## src/sv/crsalu_ram.sv

```systemverilog
// Generic single-port RAM with registered read.
module crsalu_ram #(
    parameter int WIDTH = 64,
    parameter int DEPTH = 16
) (
    input  logic                     i_clk,
    input  logic                     i_we,
    input  logic [$clog2(DEPTH)-1:0] i_addr,
    input  logic [WIDTH-1:0]         i_wdata,
    output logic [WIDTH-1:0]         o_rdata
);
    logic [WIDTH-1:0] r_mem [DEPTH];

    // Write and read share the one address.
    always_ff @(posedge i_clk) begin
        if (i_we) r_mem[i_addr] <= i_wdata;
        o_rdata <= r_mem[i_addr];
    end
endmodule

```

## config.mk

```make
export PLATFORM = sky130hd
export DESIGN_NAME = crsalu_ram
export DESIGN_NICKNAME = d
export VERILOG_FILES = /design/src/sv/crsalu_ram.sv
export SDC_FILE = /design/constraint.sdc
export NUM_CORES = 1
export LEC_CHECK = 0
export ABC_AREA = 1
export BUFFER_PORTS_ARGS = -buffer_cell sky130_fd_sc_hd__buf_2
export CAP_MARGIN = 20
export CELL_PAD_IN_SITES_DETAIL_PLACEMENT = 1
export CELL_PAD_IN_SITES_GLOBAL_PLACEMENT = 1
export CORE_AREA = 5 5 249 372
export DETAILED_ROUTE_END_ITERATION = 16
export DIE_AREA = 0 0 254 377
export MAX_ROUTING_LAYER = met4
export PLACE_DENSITY_LB_ADDON = 0.1
export SYNTH_ARGS = -nofsm -noshare
export SYNTH_HDL_FRONTEND = slang
export SYNTH_SLANG_ARGS = --single-unit
```

## constraint.sdc

```tcl
create_clock -name i_clk -period 5.58 [get_ports i_clk]
set_input_delay 0 -clock i_clk [delete_from_list [all_inputs] [get_ports i_clk]]
set_output_delay 0 -clock i_clk [all_outputs]
set_load 0.03 [all_outputs]
```

# After elaboration in Yosys (flattened, before gate mapping)
# Memories as Yosys holds them, arrays and structs flattened. A register that Yosys moved wholly into a read port is not among the register bits.
# Cells that the tools add are included.
[word_totals]
regBits = 0
ramBits = 1024
in_bits = 70
output_inout_bits = 64
word_cells = 3
mem_count = 1
[classes]
muxes = 2
[mem_list]
columns = ["memory", "depth", "word_bits", "rd", "rd_ports_with_merged_regs", "write_ports", "line_no", "text"]
rows = [
  ["r_mem", 16, 64, 1, 1, 1, "12", "logic [WIDTH-1:0] r_mem [DEPTH];"],
]
[ops]
columns = ["operator", "n"]
rows = [
  ["$mux W1", 2],
]

# Logic depth before layout (Yosys ltp)
[depth]
ltp_word = 2
depth_mapped = 11

# Worst setup path before layout
# No wires, ideal clock.
[synth_timing]
path_kind = "input to register"
start = "input port i_addr[1]"
end = "memory r_mem[5][0] (enable)"
setup_ns = 0.486
arrival_ns = 3.418
required_ns = 5.094
path_slack_ns = 1.676
cell_stages = 6
n_path_buf = 3
path_cell_list = "buf_4 -> inv_2 -> buf_2 -> buf_2 -> nand3_1 -> nor2_1"
[synth_lines]
columns = ["item", "line_no", "text"]
rows = [
  ["start: declaration", "8", "input logic [$clog2(DEPTH)-1:0] i_addr,"],
  ["end: declaration", "12", ""],
]
# No word-level cell before the write port.

# Worst setup path after layout
[layout_timing]
start = "input port i_addr[1]"
end = "memory r_mem[1][42] (enable)"
# No word-level cell before the write port.

==> metrics.cfg <==
[floorplanning]
die_h_um=377
initial_core_util_pct=49.48
num_rows=134
fp.coreArea_um2=88860
die_w_um=254
ios=134
die-area_um2=95760

[final_layout]
drive_gt1_share_pct=8.151
multi_input_area_um2=10560
layout_commonest_cell=nand2_1
final-seq-area_um2=32030
postLayoutCoreUtil_pct=56.08
final_cell_mix=2754 x nand2_1, 1024 x edfxtp_1, 131 x inv_1, 131 x buf_2, 107 x clkbuf_16
synthToLayoutAreaGrowth_pct=13.33
n_fill_cell=9499
fin_nets=4422

[synth]
synthDistinctLibCells=11
synth_largest_area_cell=edfxtp_1
netlist_instances=4195
synth_area_leaders=edfxtp_1 70%, nand2_1 24%, dfxtp_1 2.9%
avgSynthCellArea_um2=10.48
ys_ff_latch=1088
syn_area_um2=43970
synth_nets=4265
yosysSeqAreaShare_pct=72.85
synth_top_area_share_pct=69.93
synth-warning-count=0

[cts]
cts_sinks=1088
hold_buffers=68
post_cts_buffers=0
cts_resized=0
cts_made_buffers=103
htreeDepth=3
clk_latency_ns=0.70
clkSlewWorstSetupHoldPaths_ns=0.06
cts_tree=built
cts_root_buffer=clkbuf_16
cts_buffer_depth=3

[routing]
drt.antenna.violating_nets=0
drt_iter0_markers=1951
dr_total_vias=29270
first_pass_iters=5
vias_per_cell=5.227
routed_wirelength_um=118500
drcViolationCount=0
post_drt_wl_per_cell_um=21.17

[sta]
finalSetupViolations=0
finalCritPeriodShare_pct=55.35
hold_viol_final=0
fmax_mhz=323.8
whs_ns=0.08241
rsz0062_at_grt=false
clock_skew_ns=0.02153
slew_viol_final=0
worst_pin_slew_ns=1.107
max-slew-margin-rel_pct=26.19
finalSetupTns_ns=0
fin_crit_ns=3.088

[grt]
grt_pass1_wl_um=180100
grt_pass1_vias=30930
grt_overflow_total=0
grt_max_degree=205
grt_use_total_pct=25.26
antenna_found_initial=3

[critical_path]
cp_cell_sequence=dlygate4sd3_1, buf_8, inv_8, nand3_1, nor2_4, buf_12
setup.worst_path.start_class=input pin
worstPathArrival_ns=3.44
cp_num_buf_inv=4
path_max_fanout=108
crit_type=in2reg
worstSetupEndpointType=flop
cpMaxStageDelayCell=nor2_4
crit_family=buffers and inverters
slowest_delay_ns=0.92
cp.required_ns=5.93

[placement]
gp_congestion=0.7440
place.port_buffers=133
dp_hpwl_um=60310

[pwr]
p_seq_share_pct=52.7
combinationalPowerShare_pct=6.9
power.leakage_uw=0.02108
switching_power_uw=3963
p_int_uw=13490
powerDensity_nw_per_um2=350.2
p_clk_share_pct=40.5
sw_frac_of_total_pct=22.71
total_power_uw=17450
ir_drop_mv=0.2903

[outcome]
run_status=finished, final reports clean

[worst_hold_path]
hold_path_class=in2reg

[flow_run]
drv_cap=0

==> layer usage <==
metal / share of wire (%) / vias to the layer above / GRT usage, %
met4: 2.2 / 0 / 7.105
met3: 3.7 / 161 / 2.717
met5: 0 / - / -
met2: 53 / 520 / 45.07
li1: - / 13740 / -
met1: 42 / 14850 / 30.60
==> state kept, by name, summed over array words and instances (netlist names) <==
name and cells:
o_rdata 64, r_mem 1024
==> power by group through the flow <==
stage / clock [uW] / combinational [uW] / sequential, uW
after floorplan: 0 / 601 / 9470
after global placement: 0 / 1140 / 9360
after detailed placement: 0 / 1170 / 9370
after CTS: 7200 / 1220 / 9200
after global routing: 7550 / 1330 / 9210
final: 7060 / 1200 / 9200
==> worst paths after layout <==
check | from | endpoint | slack [ns] | cells past startpoint
worst min register to register | r_mem[8][6]$_DFFE_PP_ | o_rdata[6]$_DFF_P_ | 0.70 | 8
worst max-delay path | i_addr[1] | r_mem[1][42]$_DFFE_PP_ | 2.49 | 6
worst min-delay path | i_we | r_mem[15][53]$_DFFE_PP_ | 0.08 | 3
worst max register to register | r_mem[14][56]$_DFFE_PP_ | o_rdata[56]$_DFF_P_ | 4.41 | 8
==> area by class of cell <==
cell class                      count  share of cell area (%)
Tap cell                         1156                   2.903
Sequential cell                  1088                   64.28
Timing Repair Buffer              248                   3.701
Antenna cell                        3                 0.01507
Clock buffer                      152                   6.114
Multi-Input combinational cell   2776                   21.19
Clock inverter                     42                  0.7407
Inverter                          135                   1.057
==> worst min-delay path: stages <==
cell	delay, ns
buf_2	0.18
nand3_1	0.34
nor2_4	0.07
==> cells in the mapped netlist, drive strengths merged <==
| cell type | instances |
|---|---|
| nand3 | 4 |
| nor2 | 18 |
| dfxtp | 64 |
| clkbuf | 30 |
| buf | 166 |
| inv | 135 |
| edfxtp | 1024 |
| nand2 | 2754 |
==> cells by family after synthesis <==
family	Yosys count	share of synthesized area (%)
buffers and inverters	331	3.446
and+or+nand+nor	2776	23.71
DFF	1088	72.85
==> metrics by stage <==
step	setup slack, ns	area, um^2	cells
floorplan	1.676	43970	4195
CTS	2.482	49820	5597
finish	2.492	49830	5600
global placement	2.381	45710	5334
detailed placement	2.329	45730	5335
global route	2.288	49830	5600
Note: power is estimated with default switching activity, not from simulation.
