`config.mk`:
```
export PLATFORM = sky130hd
export DESIGN_NAME = crsalu_mac
export DESIGN_NICKNAME = d
export VERILOG_FILES = /design/src/sv/crsalu_pkg.sv /design/src/sv/crsalu_mac.sv
export SDC_FILE = /design/constraint.sdc
export NUM_CORES = 1
export LEC_CHECK = 0
export BUFFER_PORTS_ARGS = -buffer_cell sky130_fd_sc_hd__buf_2
export CORE_MARGIN = 5
export CORE_UTILIZATION = 45
export CTS_BUF_LIST = sky130_fd_sc_hd__clkbuf_4 sky130_fd_sc_hd__clkbuf_8
export DETAILED_ROUTE_END_ITERATION = 8
export PLACE_DENSITY = 0.71
export SETUP_SLACK_MARGIN = 0.5
export SKIP_LAST_GASP = 1
export SYNTH_ARGS = -nofsm -noshare
export SYNTH_HDL_FRONTEND = slang
export SYNTH_SLANG_ARGS = --single-unit
```
`constraint.sdc`:
```
create_clock -name i_clk -period 11.85 [get_ports i_clk]
set_clock_uncertainty 0.2 [all_clocks]
set_input_delay 2.37 -clock i_clk [delete_from_list [all_inputs] [get_ports i_clk]]
set_output_delay 2.37 -clock i_clk [all_outputs]
set_load 0.01 [all_outputs]
```
`src/sv/crsalu_pkg.sv`:
```
// Package with the codes, widths and saturation helpers of the complex stack calculator.
package crsalu_pkg;

    localparam int W      = 32;
    localparam int NUM_W  = 64;
    localparam int ACC_W  = 66;
    localparam int MODE_W = 3;
    localparam int ERR_W  = 3;
    localparam int DEPTH_W = 5;

    localparam logic [MODE_W-1:0] MODE_PUSH  = 3'd0;
    localparam logic [MODE_W-1:0] MODE_ADD   = 3'd1;
    localparam logic [MODE_W-1:0] MODE_SUB   = 3'd2;
    localparam logic [MODE_W-1:0] MODE_MUL   = 3'd3;
    localparam logic [MODE_W-1:0] MODE_DIV   = 3'd4;
    localparam logic [MODE_W-1:0] MODE_CLEAR = 3'd5;

    localparam logic [ERR_W-1:0] ERR_OK    = 3'd0;
    localparam logic [ERR_W-1:0] ERR_FEW   = 3'd1;
    localparam logic [ERR_W-1:0] ERR_FULL  = 3'd2;
    localparam logic [ERR_W-1:0] ERR_DIV0  = 3'd3;
    localparam logic [ERR_W-1:0] ERR_SAT   = 3'd4;

    // Request to the multiply-accumulate unit.
    typedef struct packed {
        logic start;
        logic is_div;
    } t_mac_req;

    // Saturate a sign and magnitude pair to 32 bits; the top bit flags saturation.
    function automatic logic [W:0] sat_mag(input logic neg, input logic [ACC_W-1:0] mag);
        logic [W:0] res;
        if (!neg) begin
            if (mag > ACC_W'(32'h7FFF_FFFF)) res = {1'b1, 32'h7FFF_FFFF};
            else                             res = {1'b0, mag[W-1:0]};
        end else begin
            if (mag > ACC_W'(32'h8000_0000)) res = {1'b1, 32'h8000_0000};
            else                             res = {1'b0, -mag[W-1:0]};
        end
        return res;
    endfunction

    // Saturate a 33-bit signed sum to 32 bits; the top bit flags saturation.
    function automatic logic [W:0] sat_sum(input logic [W:0] s);
        logic [W:0] res;
        if (s[W] != s[W-1]) res = {1'b1, s[W] ? 32'h8000_0000 : 32'h7FFF_FFFF};
        else                res = {1'b0, s[W-1:0]};
        return res;
    endfunction

    // Magnitude of a signed accumulator value.
    function automatic logic [ACC_W-1:0] abs_acc(input logic [ACC_W-1:0] a);
        return a[ACC_W-1] ? -a : a;
    endfunction

endpackage

```
`src/sv/crsalu_mac.sv`:
```
// Bit-serial multiply-accumulate unit with three lanes for complex products.
module crsalu_mac
    import crsalu_pkg::*;
(
    input  logic                    i_clk,
    input  logic                    i_rst_n,
    input  t_mac_req                i_req,
    input  logic signed [W-1:0]     i_ar,
    input  logic signed [W-1:0]     i_ai,
    input  logic signed [W-1:0]     i_br,
    input  logic signed [W-1:0]     i_bi,
    output logic                    o_done,
    output logic [ACC_W-1:0]        o_acc0,
    output logic [ACC_W-1:0]        o_acc1,
    output logic [ACC_W-1:0]        o_acc2
);
    localparam int CNT_W = $clog2(W);

    logic                   r_busy, n_busy;
    logic                   r_done, n_done;
    logic [CNT_W-1:0]       r_cnt, n_cnt;
    logic                   r_is_div, n_is_div;
    logic [W-1:0]           r_ar, n_ar, r_ai, n_ai, r_br, n_br, r_bi, n_bi;
    logic [W-1:0]           r_brsh, n_brsh, r_bish, n_bish;
    logic [ACC_W-1:0]       r_acc0, n_acc0, r_acc1, n_acc1, r_acc2, n_acc2;

    // One Horner step: twice the sum plus the selected partial terms.
    function automatic logic [ACC_W-1:0] lane(input logic [ACC_W-1:0] acc,
                                              input logic b0, input logic b1,
                                              input logic [W-1:0] p,
                                              input logic [W-1:0] q,
                                              input logic sub, input logic msb);
        logic [W+1:0] pe, qe, t;
        pe = {{2{p[W-1]}}, p};
        qe = {{2{q[W-1]}}, q};
        t  = (b0 ? pe : '0) + (b1 ? (sub ? -qe : qe) : '0);
        if (msb) t = -t;
        return {acc[ACC_W-2:0], 1'b0} + {{(ACC_W-W-2){t[W+1]}}, t};
    endfunction

    // Load on a request, then one multiplier bit per cycle from the top down.
    always_comb begin
        n_busy = r_busy; n_done = 1'b0; n_cnt = r_cnt; n_is_div = r_is_div;
        n_ar = r_ar; n_ai = r_ai; n_br = r_br; n_bi = r_bi;
        n_brsh = r_brsh; n_bish = r_bish;
        n_acc0 = r_acc0; n_acc1 = r_acc1; n_acc2 = r_acc2;
        if (i_req.start) begin
            n_busy = 1'b1; n_cnt = '0; n_is_div = i_req.is_div;
            n_ar = i_ar; n_ai = i_ai; n_br = i_br; n_bi = i_bi;
            n_brsh = i_br; n_bish = i_bi;
            n_acc0 = '0; n_acc1 = '0; n_acc2 = '0;
        end else if (r_busy) begin
            n_acc0 = lane(r_acc0, r_brsh[W-1], r_bish[W-1], r_ar, r_ai, !r_is_div, r_cnt == '0);
            n_acc1 = lane(r_acc1, r_brsh[W-1], r_bish[W-1], r_ai, r_ar, r_is_div, r_cnt == '0);
            n_acc2 = lane(r_acc2, r_brsh[W-1], r_bish[W-1], r_br, r_bi, 1'b0, r_cnt == '0);
            n_brsh = {r_brsh[W-2:0], 1'b0};
            n_bish = {r_bish[W-2:0], 1'b0};
            n_cnt  = r_cnt + 1'b1;
            if (r_cnt == CNT_W'(W - 1)) begin
                n_busy = 1'b0;
                n_done = 1'b1;
            end
        end
    end

    always_ff @(posedge i_clk) begin
        if (!i_rst_n) begin
            r_busy <= 1'b0;
            r_done <= 1'b0;
        end else begin
            r_busy <= n_busy;
            r_done <= n_done;
        end
        r_cnt <= n_cnt; r_is_div <= n_is_div;
        r_ar <= n_ar; r_ai <= n_ai; r_br <= n_br; r_bi <= n_bi;
        r_brsh <= n_brsh; r_bish <= n_bish;
        r_acc0 <= n_acc0; r_acc1 <= n_acc1; r_acc2 <= n_acc2;
    end

    assign o_done = r_done;
    assign o_acc0 = r_acc0;
    assign o_acc1 = r_acc1;
    assign o_acc2 = r_acc2;
endmodule

```
# == Word-level counts from Yosys, hierarchy flattened ==
# Cells that the tools add are included.
# word_totals
ff_bits,398
latchBits,0
ramBits,0
mem_bits_ro,0
out_inout_bits,199
n_memories,0
# classes
add_sub_neg,12
n_mul,0
n_div,0
order_cmp,0
eq_ne,1
n_shift,0
mux,25
bitwise_logic,2
n_reduce_logical,3
# op_table
cell,count
2-to-1 mux 34 bit,17
adder 66 bit,3
negator 34 bit,5
2-to-1 mux 32 bit,4
adder 34 bit,3
"adder 5 x 1 -> 5 bit, second input constant",1
"equality test 5 bit, second input constant",1
logical NOT 5 bit,1
2-to-1 mux 1 bit,4
OR reduction 3 bit,1
inverter 1 bit,2
nonzero test 2 bit,1

# == Logic depth before layout (Yosys ltp) ==
# logic_depth
ltp_word,9
ltp_mapped,38
ltp_nobuf,36

# == Least setup slack after synthesis ==
# OpenSTA, ideal clock, no wires.
# synth_timing
kind,reg-to-reg
from,register r_ar[3]
to,"register r_acc1[64], in the netlist o_acc1[64]"
setup_ns,0.117
arrival_time_ns,9.616
slack_ns,1.917
stages_incl_launch_ff,35
n_path_buf,2
period_less_slack_ns,9.933
cell_sequence,edfxtp_1 > or4_1 > or3_1 > nor3_1 > nand2_1 > or2_2 > o31ai_1 > xnor2_1 > and2_1 > ha_1 > clkbuf_1 > and3_1 > a221o_1 > a21oi_1 > mux2i_1 > a311oi_1 > a211oi_1 > or4b_1 > nor4_1 > a41oi_1 > xnor2_1 > ha_1 > clkbuf_1 > a21o_1 > a21o_1 > a21oi_1 > o21bai_1 > a2111oi_0 > o221a_2 > o31a_1 > o21ai_0 > a41oi_1 > a21oi_1 > xor2_1 > a22o_1
# synth_between
elab_chain_cells,9
# synth_rtl
element,line_no,source
from (decl),crsalu_mac.sv:23,"logic [W-1:0] r_ar, n_ar, r_ai, n_ai, r_br, n_br, r_bi, n_bi;"
from (signal assigned),crsalu_mac.sv:75,r_ar <= n_ar; r_ai <= n_ai; r_br <= n_br; r_bi <= n_bi;
negator 34 bit,crsalu_mac.sv:36,t = (b0 ? pe : '0) + (b1 ? (sub ? -qe : qe) : '0);
2-to-1 mux 34 bit (*) (2 in a row),crsalu_mac.sv:36,
adder 34 bit (*),crsalu_mac.sv:36,
negator 34 bit,crsalu_mac.sv:37,if (msb) t = -t;
2-to-1 mux 34 bit (*),crsalu_mac.sv:37,
2-to-1 mux 34 bit (*),crsalu_mac.sv:52,end else if (r_busy) begin
2-to-1 mux 34 bit (*),crsalu_mac.sv:47,if (i_req.start) begin
adder 66 bit (*),crsalu_mac.sv:38,"return {acc[ACC_W-2:0], 1'b0} + {{(ACC_W-W-2){t[W+1]}}, t};"
to (signal assigned),crsalu_mac.sv:77,r_acc0 <= n_acc0; r_acc1 <= n_acc1; r_acc2 <= n_acc2;
to (decl),crsalu_mac.sv:25,"logic [ACC_W-1:0] r_acc0, n_acc0, r_acc1, n_acc1, r_acc2, n_acc2;"
# Every way passes the cells marked *; elsewhere a longest branch is shown, timed or not. The select of a mux whose other input is x is not followed.
# A chain may end at the register's enable or synchronous reset.

# == Final worst setup path ==
# layout_timing
from,register r_ar[3]
to,"register r_acc1[65], in the netlist o_acc1[65]"
# Same word-level chain as after synthesis.

==> impl_metrics.yaml <==
sta:
  drv_slew: 0
  rsz0062_at_grt: "no"
  tightest_slew_ns: 1.17
  fin_tns_setup_ns: 0
  timing.final.ws_setup_ns: 1.94
  hold_violations: 0
  setup_violations: 0
  fin_crit_sh_pct: 83.6
  max_clock_freq_mhz: 101
  relSlewSlack_pct: 20.8
  fin_crit_ns: 9.91
setup_path:
  slowest_stage: "or4_1"
  path_buf_inv: 1
  worst_setup_path_start_kind: "flop"
  cp.required_ns: 12.22
  setup.worst_path.class: "reg -> reg"
  cp-end-kind: "flop"
  critPathMaxStageDelay_ns: 0.64
  arrival_ns: 10.28
  worst-path-stages: 33
  path_delay_family: "simple AND/OR/NAND/NOR gates"
  cp_common_cell: "or4_1"
  cp_max_fo: 11
  reg2reg_depth: 33
clock_network:
  clock_latency_ns: 0.70
  clockRootBuffer: "clkbuf_8"
  cts_buffers: 75
  cts_setup_buffers: 0
  cts_resized: 0
  htree_levels: 3
  cts_hold_buf: 0
  path_clk_slew_ns: 0.07
  cts_tree: "done"
  cts_sinks: 398
  cts_buffer_depth: 3
grt:
  gr-usage-all-layers_pct: 24.1
  grt_pass1_wl_mm: 163
  antenna_found_initial: 8
  overflow: 0
  first_global_vias: 29200
  grt_max_degree: 119
drt:
  vias: 31600
  antenna_left: 0
  drt-wirelength-per-cell_um: 19.1
  drc_errors: 0
  firstDrtPassIters: 6
  routed_wl_mm: 105
  drt_iter0_drc: 2516
  viasPerCell: 5.79
yosys:
  synth_cell_types: 96
  syn_nets: 4570
  yosysWarningCount: 0
  netlist_instances: 4132
  synth-seq-cells: 398
  synth_area_per_cell_um2: 8.42
  ys.flop_type: "dfxtp_1"
  async_reset_ff_share_pct: 0
  synth.yosys.seq_area_share_pct: 28.4
  syn_area_um2: 34800
  synth-edff-count: 193
power:
  power.density_nw_per_um2: 260
  max-vdd-ir-drop_mv: 0.104
  power_leakage_uw: 0.0173
  p_total_uw: 10100
cells_and_area:
  nets: 4799
  regArea_um2: 9900
  drive_gt1_share_pct: 13.5
  n_fill_cell: 7415
  fin_cells: 5468
  syn2layout_area_growth_pct: 11.8
  multiInputGateArea_um2: 23800
place:
  portBuffers: 330
  dp.cells: 5324
  hpwl_mm: 80.5
  place.gp.congestion: 0.939
  pre_cts_ws_ns: 2.14
floorplan:
  dieArea_um2: 83000
  io_pins: 331
  die_h_um: 288
  rows: 102
  core_area_um2: 77100
  fp.dieW_um: 288
  initial_utilization_pct: 45.1
hold_path:
  hp-class: "reg -> reg"
  hold_depth: 2
outcome:
  outcome: "completed"
flow_run:
  max-cap-violations: 0
power breakdown:
part           switching, uW  internal, uW  leakage (uW)  total, uW
clock network            669           840      0.000879       1510
registers                367          1800       0.00359       2170
logic                   3780          2630        0.0128       6420
flip-flops by register name, summed over array words and instances, names as in the netlist:
| register | flops |
|---|---|
| o_acc0 | 66 |
| o_acc1 | 66 |
| o_acc2 | 66 |
| r_ai | 32 |
| r_ar | 32 |
| r_bi | 32 |
| r_bish | 32 |
| r_br | 32 |
| r_brsh | 32 |
| r_cnt | 5 |
| o_done | 1 |
| r_busy | 1 |
| r_is_div | 1 |
tightest hold or removal path, stage by stage, from the launching register on:
cell,delay [ns]
dfxtp_1,0.31
nand2_1,0.05
o21ai_1,0.05
path summary, 6_finish.rpt:
path / from / to / slack (ns)
setup / recovery: r_ar[3]$_DFFE_PP_ / o_acc1[65]$_SDFFE_PP0P_ / 1.94
hold / removal: o_acc0[65]$_SDFFE_PP0P_ / o_acc0[65]$_SDFFE_PP0P_ / 0.26
setup reg to reg: r_ar[3]$_DFFE_PP_ / o_acc1[65]$_SDFFE_PP0P_ / 1.94
hold reg to reg: o_acc0[65]$_SDFFE_PP0P_ / o_acc0[65]$_SDFFE_PP0P_ / 0.26
cells by family (layout without fill, tap and decap cells):
family / count (synthesis) / count (layout) / synth area share (%)
compound gates: 1258 / 1258 / 23.3
simple gates: 1306 / 1306 / 18.8
mux: 173 / 173 / 5.20
xor+xnor: 392 / 392 / 9.91
fa+ha+maj: 306 / 306 / 11.1
flops: 398 / 398 / 28.4
buf+inv: 299 / 589 / 3.28
other cells: 0 / 6 / 0
synthesized netlist by cell type, types with 10 or more instances:
cell type  number  area [um^2]
mux2_2         62          698
nand2b_1       29          181
edfxtp_1      193         5800
nor4_1         18          113
o21ai_1        10         50.1
a221oi_1       13          114
mux2i_1       111         1110
a22o_1         11         96.3
or3_1          40          250
a21oi_1       345         1730
nand3_1        66          330
a211o_1        10         87.6
o211ai_1       23          173
o31ai_1        27          203
ha_1          300         3750
clkbuf_1      183          687
buf_1          10         37.5
xor2_1        162         1420
o21ai_0       280         1400
nor2_1        368         1380
a2111oi_0      14          123
nor3b_1        17          128
nor3_1         60          300
inv_1          99          372
o21a_1         43          323
a211oi_1       46          345
a31oi_1        42          263
and3_1         39          244
or4_1          13         97.6
nand4_1        61          382
nand2_1       294         1100
and2_1        196         1230
dfxtp_1       205         4100
o2111ai_1      11         96.3
a21o_1        181         1360
o21bai_1       52          390
nor2b_1        39          244
or2_2          18          113
a21boi_0       29          218
xnor2_1       229         2010
o41ai_1        11         96.3
layout make-up:
type,instances,area share [%]
repair buffers,351,4.68
well taps,1040,3.35
clock inverters,36,0.930
inverters,100,0.965
diodes,6,0.0386
flip-flops and latches,398,25.5
clock buffers,102,3.35
multi-input cells,3435,61.2
per-layer routing:
layer  part of all wire (%)  track usage, %  vias up
met5                  0.020               0        -
met4                    3.0            7.53        4
li1                       -               -    15700
met1                     48            35.2    14800
met3                    6.5            4.58      179
met2                     42            36.0      982
placed cells by master, fill, tap and decap left out, types with 60 or more instances in the layout:
cell type  Yosys  routed
buf_2          4     329
edfxtp_1     193     193
a21o_1       181     181
nor3_1        60      60
inv_1         99      98
xnor2_1      229     228
nor2_1       368     366
and2_1       196     196
nand3_1       66      66
o21ai_0      280     280
dfxtp_1      205     204
mux2i_1      111     111
nand2_1      294     294
nand4_1       61      61
a21oi_1      345     345
mux2_2        62      62
ha_1         300     300
xor2_1       162     161
clkbuf_8       0      86
through the flow:
stage | instance area, um^2 | hold slack, ns | utilization (%)
after floorplan | 34800 | 0.272 | -
after global placement | 37200 | 0.238 | 48.3
after detailed placement | 37200 | 0.244 | 48.3
after CTS | 38900 | 0.261 | 50.4
after global routing | 38900 | 0.286 | 50.4
final | 38900 | 0.257 | 50.5
(Power assumes the default switching activity.)
