**config.mk**
```make
export PLATFORM = sky130hd
export DESIGN_NAME = crsalu_div
export DESIGN_NICKNAME = d
export VERILOG_FILES = /design/src/sv/crsalu_pkg.sv /design/src/sv/crsalu_div.sv
export SDC_FILE = /design/constraint.sdc
export NUM_CORES = 1
export LEC_CHECK = 0
export BUFFER_PORTS_ARGS = -buffer_cell sky130_fd_sc_hd__buf_2
export CORE_MARGIN = 2
export CORE_UTILIZATION = 59
export CTS_CLUSTER_SIZE = 8
export DETAILED_ROUTE_END_ITERATION = 8
export GPL_TIMING_DRIVEN = 0
export MAX_ROUTING_LAYER = met4
export PLACE_DENSITY = 0.93
export SLEW_MARGIN = 0
export SYNTH_ARGS = -nofsm -noshare
export SYNTH_HDL_FRONTEND = slang
export SYNTH_SLANG_ARGS = --single-unit
```
**constraint.sdc**
```tcl
create_clock -name i_clk -period 3.9 [get_ports i_clk]
set_input_delay 0.39 -clock i_clk [delete_from_list [all_inputs] [get_ports i_clk]]
set_output_delay 0.39 -clock i_clk [all_outputs]
set_load 0.005 [all_outputs]
```
**src/sv/crsalu_pkg.sv**
```systemverilog
// Package with the codes, widths and saturation helpers of the complex stack calculator.
package crsalu_pkg;

    localparam int W      = 32;
    localparam int NUM_W  = 64;
    localparam int ACC_W  = 66;
    localparam int MODE_W = 3;
    localparam int ERR_W  = 3;
    localparam int DEPTH_W = 5;

    localparam logic [MODE_W-1:0] MODE_PUSH  = 3'd0;
    localparam logic [MODE_W-1:0] MODE_ADD   = 3'd1;
    localparam logic [MODE_W-1:0] MODE_SUB   = 3'd2;
    localparam logic [MODE_W-1:0] MODE_MUL   = 3'd3;
    localparam logic [MODE_W-1:0] MODE_DIV   = 3'd4;
    localparam logic [MODE_W-1:0] MODE_CLEAR = 3'd5;

    localparam logic [ERR_W-1:0] ERR_OK    = 3'd0;
    localparam logic [ERR_W-1:0] ERR_FEW   = 3'd1;
    localparam logic [ERR_W-1:0] ERR_FULL  = 3'd2;
    localparam logic [ERR_W-1:0] ERR_DIV0  = 3'd3;
    localparam logic [ERR_W-1:0] ERR_SAT   = 3'd4;

    // Request to the multiply-accumulate unit.
    typedef struct packed {
        logic start;
        logic is_div;
    } t_mac_req;

    // Saturate a sign and magnitude pair to 32 bits; the top bit flags saturation.
    function automatic logic [W:0] sat_mag(input logic neg, input logic [ACC_W-1:0] mag);
        logic [W:0] res;
        if (!neg) begin
            if (mag > ACC_W'(32'h7FFF_FFFF)) res = {1'b1, 32'h7FFF_FFFF};
            else                             res = {1'b0, mag[W-1:0]};
        end else begin
            if (mag > ACC_W'(32'h8000_0000)) res = {1'b1, 32'h8000_0000};
            else                             res = {1'b0, -mag[W-1:0]};
        end
        return res;
    endfunction

    // Saturate a 33-bit signed sum to 32 bits; the top bit flags saturation.
    function automatic logic [W:0] sat_sum(input logic [W:0] s);
        logic [W:0] res;
        if (s[W] != s[W-1]) res = {1'b1, s[W] ? 32'h8000_0000 : 32'h7FFF_FFFF};
        else                res = {1'b0, s[W-1:0]};
        return res;
    endfunction

    // Magnitude of a signed accumulator value.
    function automatic logic [ACC_W-1:0] abs_acc(input logic [ACC_W-1:0] a);
        return a[ACC_W-1] ? -a : a;
    endfunction

endpackage

```
**src/sv/crsalu_div.sv**
```systemverilog
// Radix-2 restoring divider for scaled quotients with an overflow flag.
module crsalu_div
    import crsalu_pkg::*;
#(
    parameter int FRAC_BITS = 16
) (
    input  logic              i_clk,
    input  logic              i_rst_n,
    input  logic              i_start,
    input  logic [NUM_W-1:0]  i_num,
    input  logic [NUM_W-1:0]  i_den,
    output logic              o_done,
    output logic [W:0]        o_quot,
    output logic              o_ovf
);
    localparam int STEPS = NUM_W + FRAC_BITS;
    localparam int CNT_W = $clog2(STEPS);

    logic               r_busy, n_busy, r_done, n_done;
    logic [CNT_W-1:0]   r_cnt, n_cnt;
    logic [NUM_W-1:0]   r_num, n_num, r_den, n_den;
    logic [NUM_W:0]     r_rem, n_rem;
    logic [W:0]         r_q, n_q;
    logic               r_ovf, n_ovf;
    logic [NUM_W:0]     rem_sh;
    logic               ge;

    // Dividend bits enter one per cycle, followed by the fraction zeros.
    always_comb begin
        n_busy = r_busy; n_done = 1'b0; n_cnt = r_cnt;
        n_num = r_num; n_den = r_den; n_rem = r_rem; n_q = r_q; n_ovf = r_ovf;
        rem_sh = {r_rem[NUM_W-1:0], r_num[NUM_W-1]};
        ge     = rem_sh >= {1'b0, r_den};
        if (i_start) begin
            n_busy = 1'b1; n_cnt = '0; n_num = i_num; n_den = i_den;
            n_rem = '0; n_q = '0; n_ovf = 1'b0;
        end else if (r_busy) begin
            n_rem = ge ? rem_sh - {1'b0, r_den} : rem_sh;
            n_q   = {r_q[W-1:0], ge};
            n_ovf = r_ovf | r_q[W];
            n_num = {r_num[NUM_W-2:0], 1'b0};
            n_cnt = r_cnt + 1'b1;
            if (r_cnt == CNT_W'(STEPS - 1)) begin
                n_busy = 1'b0;
                n_done = 1'b1;
            end
        end
    end

    always_ff @(posedge i_clk) begin
        if (!i_rst_n) begin
            r_busy <= 1'b0;
            r_done <= 1'b0;
        end else begin
            r_busy <= n_busy;
            r_done <= n_done;
        end
        r_cnt <= n_cnt; r_num <= n_num; r_den <= n_den;
        r_rem <= n_rem; r_q <= n_q; r_ovf <= n_ovf;
    end

    assign o_done = r_done;
    assign o_quot = r_q;
    assign o_ovf  = r_ovf;
endmodule

```
# Word level (Yosys, flattened, before mapping)
# Cells that the tools add are included.
# W data, S select, Z words.
[word_totals] out_inout_bits=35 inputBits=131 wordCells=24 regBits=235
[op_classes] eq_ne=1 order_cmp=1 bitwise_logic=3 addsub=2 muxes=7 n_reduce_logical=2
[ops] operator="$mux W64" n=3
[ops] operator="$ge A65 B64 Y1" n=1
[ops] operator="$sub A64 B64 Y64" n=1
[ops] operator="$add A7 B1 Y7 const B" n=1
[ops] operator="$eq A7 B7 Y1 const B" n=1
[ops] operator="$mux W1" n=4
[ops] operator="$reduce_or A3 Y1" n=1
[ops] operator="$not A1 Y1" n=2
[ops] operator="$reduce_bool A2 Y1" n=1
[ops] operator="$or A1 B1 Y1" n=1

# Longest topological paths before layout
# Gate-level depths: netlist of the first run.
[depth] depth_word=4 mapped_depth=15 depth_no_buf=13

# Worst setup path after synthesis of the first run
# No wires, ideal clock.
[synth_path] path_kind="register -> register" startpoint="register r_den[21]" endpoint="register r_rem[63]" path_buffers=1 required_time_ns=3.783 stages_incl_launch_ff=14 period_less_slack_ns=2.899 t_arrival_ns=2.782 setup_time_ns=0.117 path_slack_ns=1.001 cell_sequence="edfxtp_1 > inv_1 > ha_1 > buf_2 > nand2_2 > o21a_1 > a311oi_1 > nor2_1 > or3b_1 > o21ba_4 > or4_4 > a21oi_2 > mux2i_1 > a22o_1"
[synth_between] elab_chain_len=2 elab_cells_between_ends=3 cone_classes="1 x add/sub; 1 x order compare; 1 x mux"
[synth_rtl] item="start: declaration" line_no="crsalu_div.sv:21" rtl="logic [NUM_W-1:0] r_num, n_num, r_den, n_den;"
[synth_rtl] item="start signal: assignment" line_no="crsalu_div.sv:58" rtl="r_cnt <= n_cnt; r_num <= n_num; r_den <= n_den;"
[synth_rtl] item="$sub A64 B64 Y64 / $ge A65 B64 Y1 (equally long branches)" line_no="crsalu_div.sv:38, crsalu_div.sv:33"
[synth_rtl] item="$mux W64 *" line_no="crsalu_div.sv:38" rtl="n_rem = ge ? rem_sh - {1'b0, r_den} : rem_sh;"
[synth_rtl] item="end signal: assignment" line_no="crsalu_div.sv:59" rtl="r_rem <= n_rem; r_q <= n_q; r_ovf <= n_ovf;"
[synth_rtl] item="end: declaration" line_no="crsalu_div.sv:22" rtl="logic [NUM_W:0] r_rem, n_rem;"
# Every way passes the cells marked *; elsewhere a longest branch is shown, timed or not.
# A chain may end at the register's enable or synchronous reset.

# Worst setup path in the final report of the first run
[layout_path] startpoint="register r_num[63]" endpoint="register r_rem[42]"
[layout_between] elab_chain_len=2 elab_cells_between_ends=3 cone_classes="1 x add/sub; 1 x order compare; 1 x mux"
[layout_rtl] item="start: declaration" line_no="crsalu_div.sv:21"
[layout_rtl] item="start signal: assignment" line_no="crsalu_div.sv:58"
[layout_rtl] item="$sub A64 B64 Y64 / $ge A65 B64 Y1 (equally long branches)" line_no="crsalu_div.sv:38, crsalu_div.sv:33"
[layout_rtl] item="$mux W64 *" line_no="crsalu_div.sv:38"
# Marked as above.

==> impl_metrics.toml, run 1 <==
[outcome]
status = "finished, final reports clean"

[logic_synthesis]
syn_nets = 1488
synthTopCellsByCount = "nor2_1, edfxtp_1, dfxtp_1"
synthArstFlopShare_pct = 0
synth_cell_type_count = 69
yosysWarnings = 0
synthFlopType = "edfxtp_1"
synth_area_leader_cell = "edfxtp_1"
yosysMostFrequentCell = "nor2_1"
synth.top_cell.area_share_pct = 29.6
netlist_instances = 1291
syn_avg_cell_area_um2 = 10.1
netlist_top_cells_area = "edfxtp_1, dfxtp_1, ha_1"
synthesis.area_um2 = 13000
synth_edf_count = 128
yosysSeqAreaShare_pct = 46.1
ys_seq_elements = 235

[sta]
setup_violations = 0
tightest_slew_ps = 902
hold_viol_final = 0
slew_viol_final = 0
skew_ps = 19.7
period_needed_ps = 3670
finalCritPeriodShare_pct = 94.1
finalSetupTns_ps = 0
rsz0062_at_grt = "false"
fin_ws_ps = 229
fmaxAchievable_mhz = 272
relSlewSlack_pct = 39.9

[drt]
num_vias = 10707
antenna_left = 0
post-route-drc-count = 0
first_pass_iters = 5
drt_iter0_markers = 664
via_per_inst = 5.95
wl_mm = 32.7
wl_per_cell_um = 18.2

[placed_design]
finalWeightedCongestion = 0.986
post-dp-hpwl_mm = 23.6
place_ws_ps = 238
place_area_um2 = 14200
io_buffers = 165

[setup_path]
crit_path_max_incr_delay_ps = 600
worstPathArrival_ps = 4100
end_kind = "register"
critPathMaxFanout = 4
critical_path_required_ps = 4330
crit_path_start_kind = "register"
path_cells = "inv_1 -> ha_1 -> fa_1 -> nand2b_1 -> a21o_1 -> a31o_2 -> or4b_1 -> a31oi_1 -> o21ai_0 -> a21oi_1 -> xnor2_1 -> mux2i_1 -> a211oi_1"
slowest_stage = "a31oi_1"
crit_type = "register to register"

[power]
p_leak_nw = 6.35
irDropWorstVdd_uv = 458
internal_power_mw = 5.17
p_comb_share_pct = 20.6
clock_power_share_pct = 38.9
p_switching_mw = 2.05
p_seq_share_pct = 40.5
powerDensity_nw_per_um2 = 474
switching_share_pct = 28.4

[cts]
clk_path_buf_depth = 3
cts_tree = "built"
numCtsBuffers = 35
clk_pin_slew_ps = 60
cts_max_level = 2
cts_sinks = 235
cts-root-buf = "clkbuf_16"
insertion_delay_ps = 520
cts_setup_buffers = 0

[global_route]
overflow = 0
grt_pass1_wl_mm = 52.4
grt_pass1_vias = 10594
grt_max_degree = 66
grt.total_usage_pct = 28.3
antenna_found_initial = 1

[flow_run]
maxCapViolCount = 0

[finish]
nNetsFinal = 1691
drive_gt1_share_pct = 20.2
postLayoutCoreUtil_pct = 70.2
syn2layout_area_growth_pct = 17.2
fin_area_um2 = 15200

[worst_hold_path]
hp-class = "input pin to register"

[die]
die-area_um2 = 23200
start_util_pct = 59.9
die_x_um = 152
io_pins = 166
fp-row-count = 54
die_y_um = 152
core_area_um2 = 21700
-- sequential cells by signal, indices dropped and copies added, names as in the netlist --
register / count
o_quot: 33
o_done: 1
r_rem: 64
r_den: 64
r_num: 64
o_ovf: 1
r_cnt: 7
r_busy: 1
-- placed cells by master, fill, tap and decap left out, types with 8 or more instances in the layout --
cell	instances
o21ai_0	52
clkbuf_16	36
o211ai_1	10
a21o_1	32
a211oi_1	55
mux2_2	66
buf_2	172
o31ai_1	8
o21ai_1	13
clkbuf_1	79
nor3_1	14
ha_1	65
a22oi_1	10
edfxtp_1	128
xor2_1	25
a21oi_1	78
dfxtp_1	107
nand3_1	15
nand2b_1	13
nor2_1	143
a31oi_1	9
xnor2_1	37
inv_1	76
mux2i_1	72
nand2_1	78
nand4_1	24
-- cell type report --
type / count / area, um^2
Clock inverter: 2 / 28.8
Timing Repair Buffer: 166 / 848
Buffer: 72 / 315
Inverter: 77 / 289
Multi-Input combinational cell: 907 / 6410
Tap cell: 280 / 350
Antenna cell: 1 / 2.50
Fill cell: 1601 / 6470
Clock buffer: 61 / 995
Sequential cell: 235 / 5990
-- per-layer routing --
layer	part of all wire, %	vias to the layer above	global-route usage, %	wire, um
met5	0	-	-	0
li1	-	5096	-	-
met4	3.6	0	11.7	1190
met1	41	5064	34.6	13500
met3	8.7	98	7.14	2840
met2	46	449	45.0	15200
-- power groups by stage --
stage	combinational, mW	sequential [mW]	clock, mW
final	1.49	2.92	2.81
after global routing	1.63	2.94	2.96
after CTS	1.46	2.92	2.85
after detailed placement	1.45	2.96	0
after global placement	1.41	2.96	0
after floorplan	1.09	2.93	0
-- path summary, 6_finish.rpt --
| check | startpoint | to | slack [ps] | depth (start not counted) |
|---|---|---|---|---|
| worst max-delay path | r_num[63] | r_rem[42] | 230 | 13 |
| worst min-delay path | i_den[25] | r_den[25] | 50 | 1 |
| worst max register to register | r_num[63] | r_rem[42] | 230 | 13 |
| worst min register to register | o_ovf | o_ovf | 480 | 2 |
-- cells by family after synthesis --
kind of cell,after synthesis,share of synthesized area (%)
flops,235,46.1
buf+inv,149,4.64
compound gates,313,15.9
mux,138,11.3
xor+xnor,62,4.18
fa+ha+maj,66,6.42
simple gates,328,11.5
-- critical path: cells and delay by family, from the launching register on --
kind | cells | cell delay [ps]
AOI/OAI and AO/OA | 6 | 1760
xor gates and xnor gates | 1 | 140
buffers and inverters | 1 | 90
and+or+nand+nor | 2 | 670
adders and majority gates | 2 | 400
DFF | 1 | 460
muxes | 1 | 100
-- metrics by stage --
| stage | hold slack, ps | std cells | total power [mW] |
|---|---|---|---|
| 2_1_floorplan | 450 | 1291 | 4.02 |
| 3_3_place_gp | 463 | 1736 | 4.36 |
| 3_5_place_dp | 475 | 1737 | 4.41 |
| 4_1_cts | 32.7 | 1800 | 7.24 |
| 5_1_grt | 38.4 | 1801 | 7.53 |
| 6_report | 49.5 | 1801 | 7.21 |
-- what timing repair did --
item | 4_1_cts | 5_1_grt
hold buffers | 0 | 0
setup endpoints to repair | 0 | 17
gates resized for setup | 0 | 3
Note: power is estimated with default switching activity, not from simulation.
==> run 2: changes to the inputs <==
PLACE_DENSITY = 0.92   (was 0.93)
RECOVER_POWER = 100   (was not set)
==> impl_metrics.toml, run 2 (synthesis results as in run 1) <==
[global_route]
grt_util_met1_pct = 35.7
grt_pass1_wl_mm = 52.8
met3_usage_pct = 6.23
grt.total_usage_pct = 28.6
use_met2_pct = 46.6
grt_max_degree = 40
antenna_found_initial = 1
grt_busiest_layer = "met2"
overflow = 0
grt_pass1_vias = 10524

[die]
fp-row-count = 54
core_area_um2 = 21700
die-area_um2 = 23200
die_y_um = 152
start_util_pct = 59.9
die_x_um = 152
io_pins = 166

[drt]
post-route-drc-count = 0
via_per_inst = 5.89
drt_iter0_markers = 701
antenna_left = 0
num_vias = 10613
wl_per_cell_um = 18.3
wl_mm = 33.0
first_pass_iters = 6

[sta]
setup_violations = 0
hold_viol_final = 0
relSlewSlack_pct = -10.2
skew_ps = 25.2
finalCritPeriodShare_pct = 97.2
fmaxAchievable_mhz = 264
period_needed_ps = 3790
rsz0062_at_grt = "false"
slew_viol_final = 27
finalSetupTns_ps = 0
holdWs_ps = 46.2
tightest_slew_ps = 1650

[power]
power_mw = 7.16
powerDensity_nw_per_um2 = 473
p_leak_nw = 6.25
irDropWorstVdd_uv = 474

[setup_path]
crit_path_max_incr_delay_ps = 620
end_kind = "register"
critPathTopFamily = "compound AO/OA/AOI/OAI gates"
critPathMaxFanout = 6
slowest_stage = "or4b_1"
crit_path_start_kind = "register"
path_cells = "inv_1 -> ha_1 -> a21oi_1 -> and2_0 -> o21ai_0 -> or4b_1 -> a31oi_1 -> o21ai_0 -> a21oi_1 -> xnor2_1 -> mux2i_1 -> a211oi_1"
worstPathArrival_ps = 4230
crit_type = "register to register"
cp_num_buf_inv = 1
critical_path_required_ps = 4340

[cts]
clk_path_buf_depth = 3
clk_pin_slew_ps = 60
numCtsBuffers = 35
insertion_delay_ps = 520
cts_tree = "built"
cts_max_level = 2
cts-root-buf = "clkbuf_16"
cts_sinks = 235
ctsHoldBuffers = 0

[placed_design]
io_buffers = 165
post-dp-hpwl_mm = 23.9
place_area_um2 = 14200
dp.cells = 1738
finalWeightedCongestion = 0.981

[finish]
instances_no_fill = 1801
nNetsFinal = 1692
final_cell_mix = "buf_2, nor2_1, edfxtp_1"
syn2layout_area_growth_pct = 16.7
final_common_cell = "buf_2"
reg_top3 = "r_den: 64 flops, r_num: 64 flops, r_rem: 64 flops"
fin_area_um2 = 15200
drive_gt1_share_pct = 18.6

[outcome]
violations = "max-capacitance violations, max-slew violations"
status = "finished with violations"

[flow_run]
maxCapViolCount = 1

[worst_hold_path]
hp-class = "input pin to register"
[run 2: final cells by class]
cell class,count,area [um^2]
inverter,77,289
buffer,72,309
clock inverter,3,35.0
multi-input combinational,907,6380
clock buffer,58,962
tap,280,350
timing repair buffer,167,832
sequential,235,5990
fill,1644,6540
antenna,2,5.00
[run 2: metal layers]
| layer | wire length [um] | share of wire [%] | up-vias |
|---|---|---|---|
| li1 | - | - | 5094 |
| met1 | 13900 | 42 | 5063 |
| met2 | 15700 | 47 | 377 |
| met3 | 2510 | 7.6 | 79 |
| met4 | 935 | 2.8 | 0 |
| met5 | 0 | 0 | - |
[run 2: power breakdown]
group	total (mW)	internal, mW	switching, mW
clock network	2.77	1.68	1.09
registers	2.92	2.83	0.0923
logic	1.48	0.605	0.871
total	7.16	5.11	2.05
[run 2: path summary, 6_finish.rpt]
check	end	startpoint	slack (ps)	cells past startpoint
min reg2reg	o_ovf	o_ovf	470	2
max reg2reg	r_rem[42]	r_den[17]	110	12
max	r_rem[42]	r_den[17]	110	12
min	r_den[48]	i_den[48]	50	1
[run 2: metrics by stage]
step	util, %	worst slack, ps
after global routing	69.9	18.8
after CTS	70.1	212
after detailed placement	65.5	260
final	69.9	107
after global placement	65.3	-603
after floorplan	-	1000
[run 2: timing repair]
action,CTS,global route
setup endpoints to repair,0,3
setup buffers,0,0
resized for setup,0,2
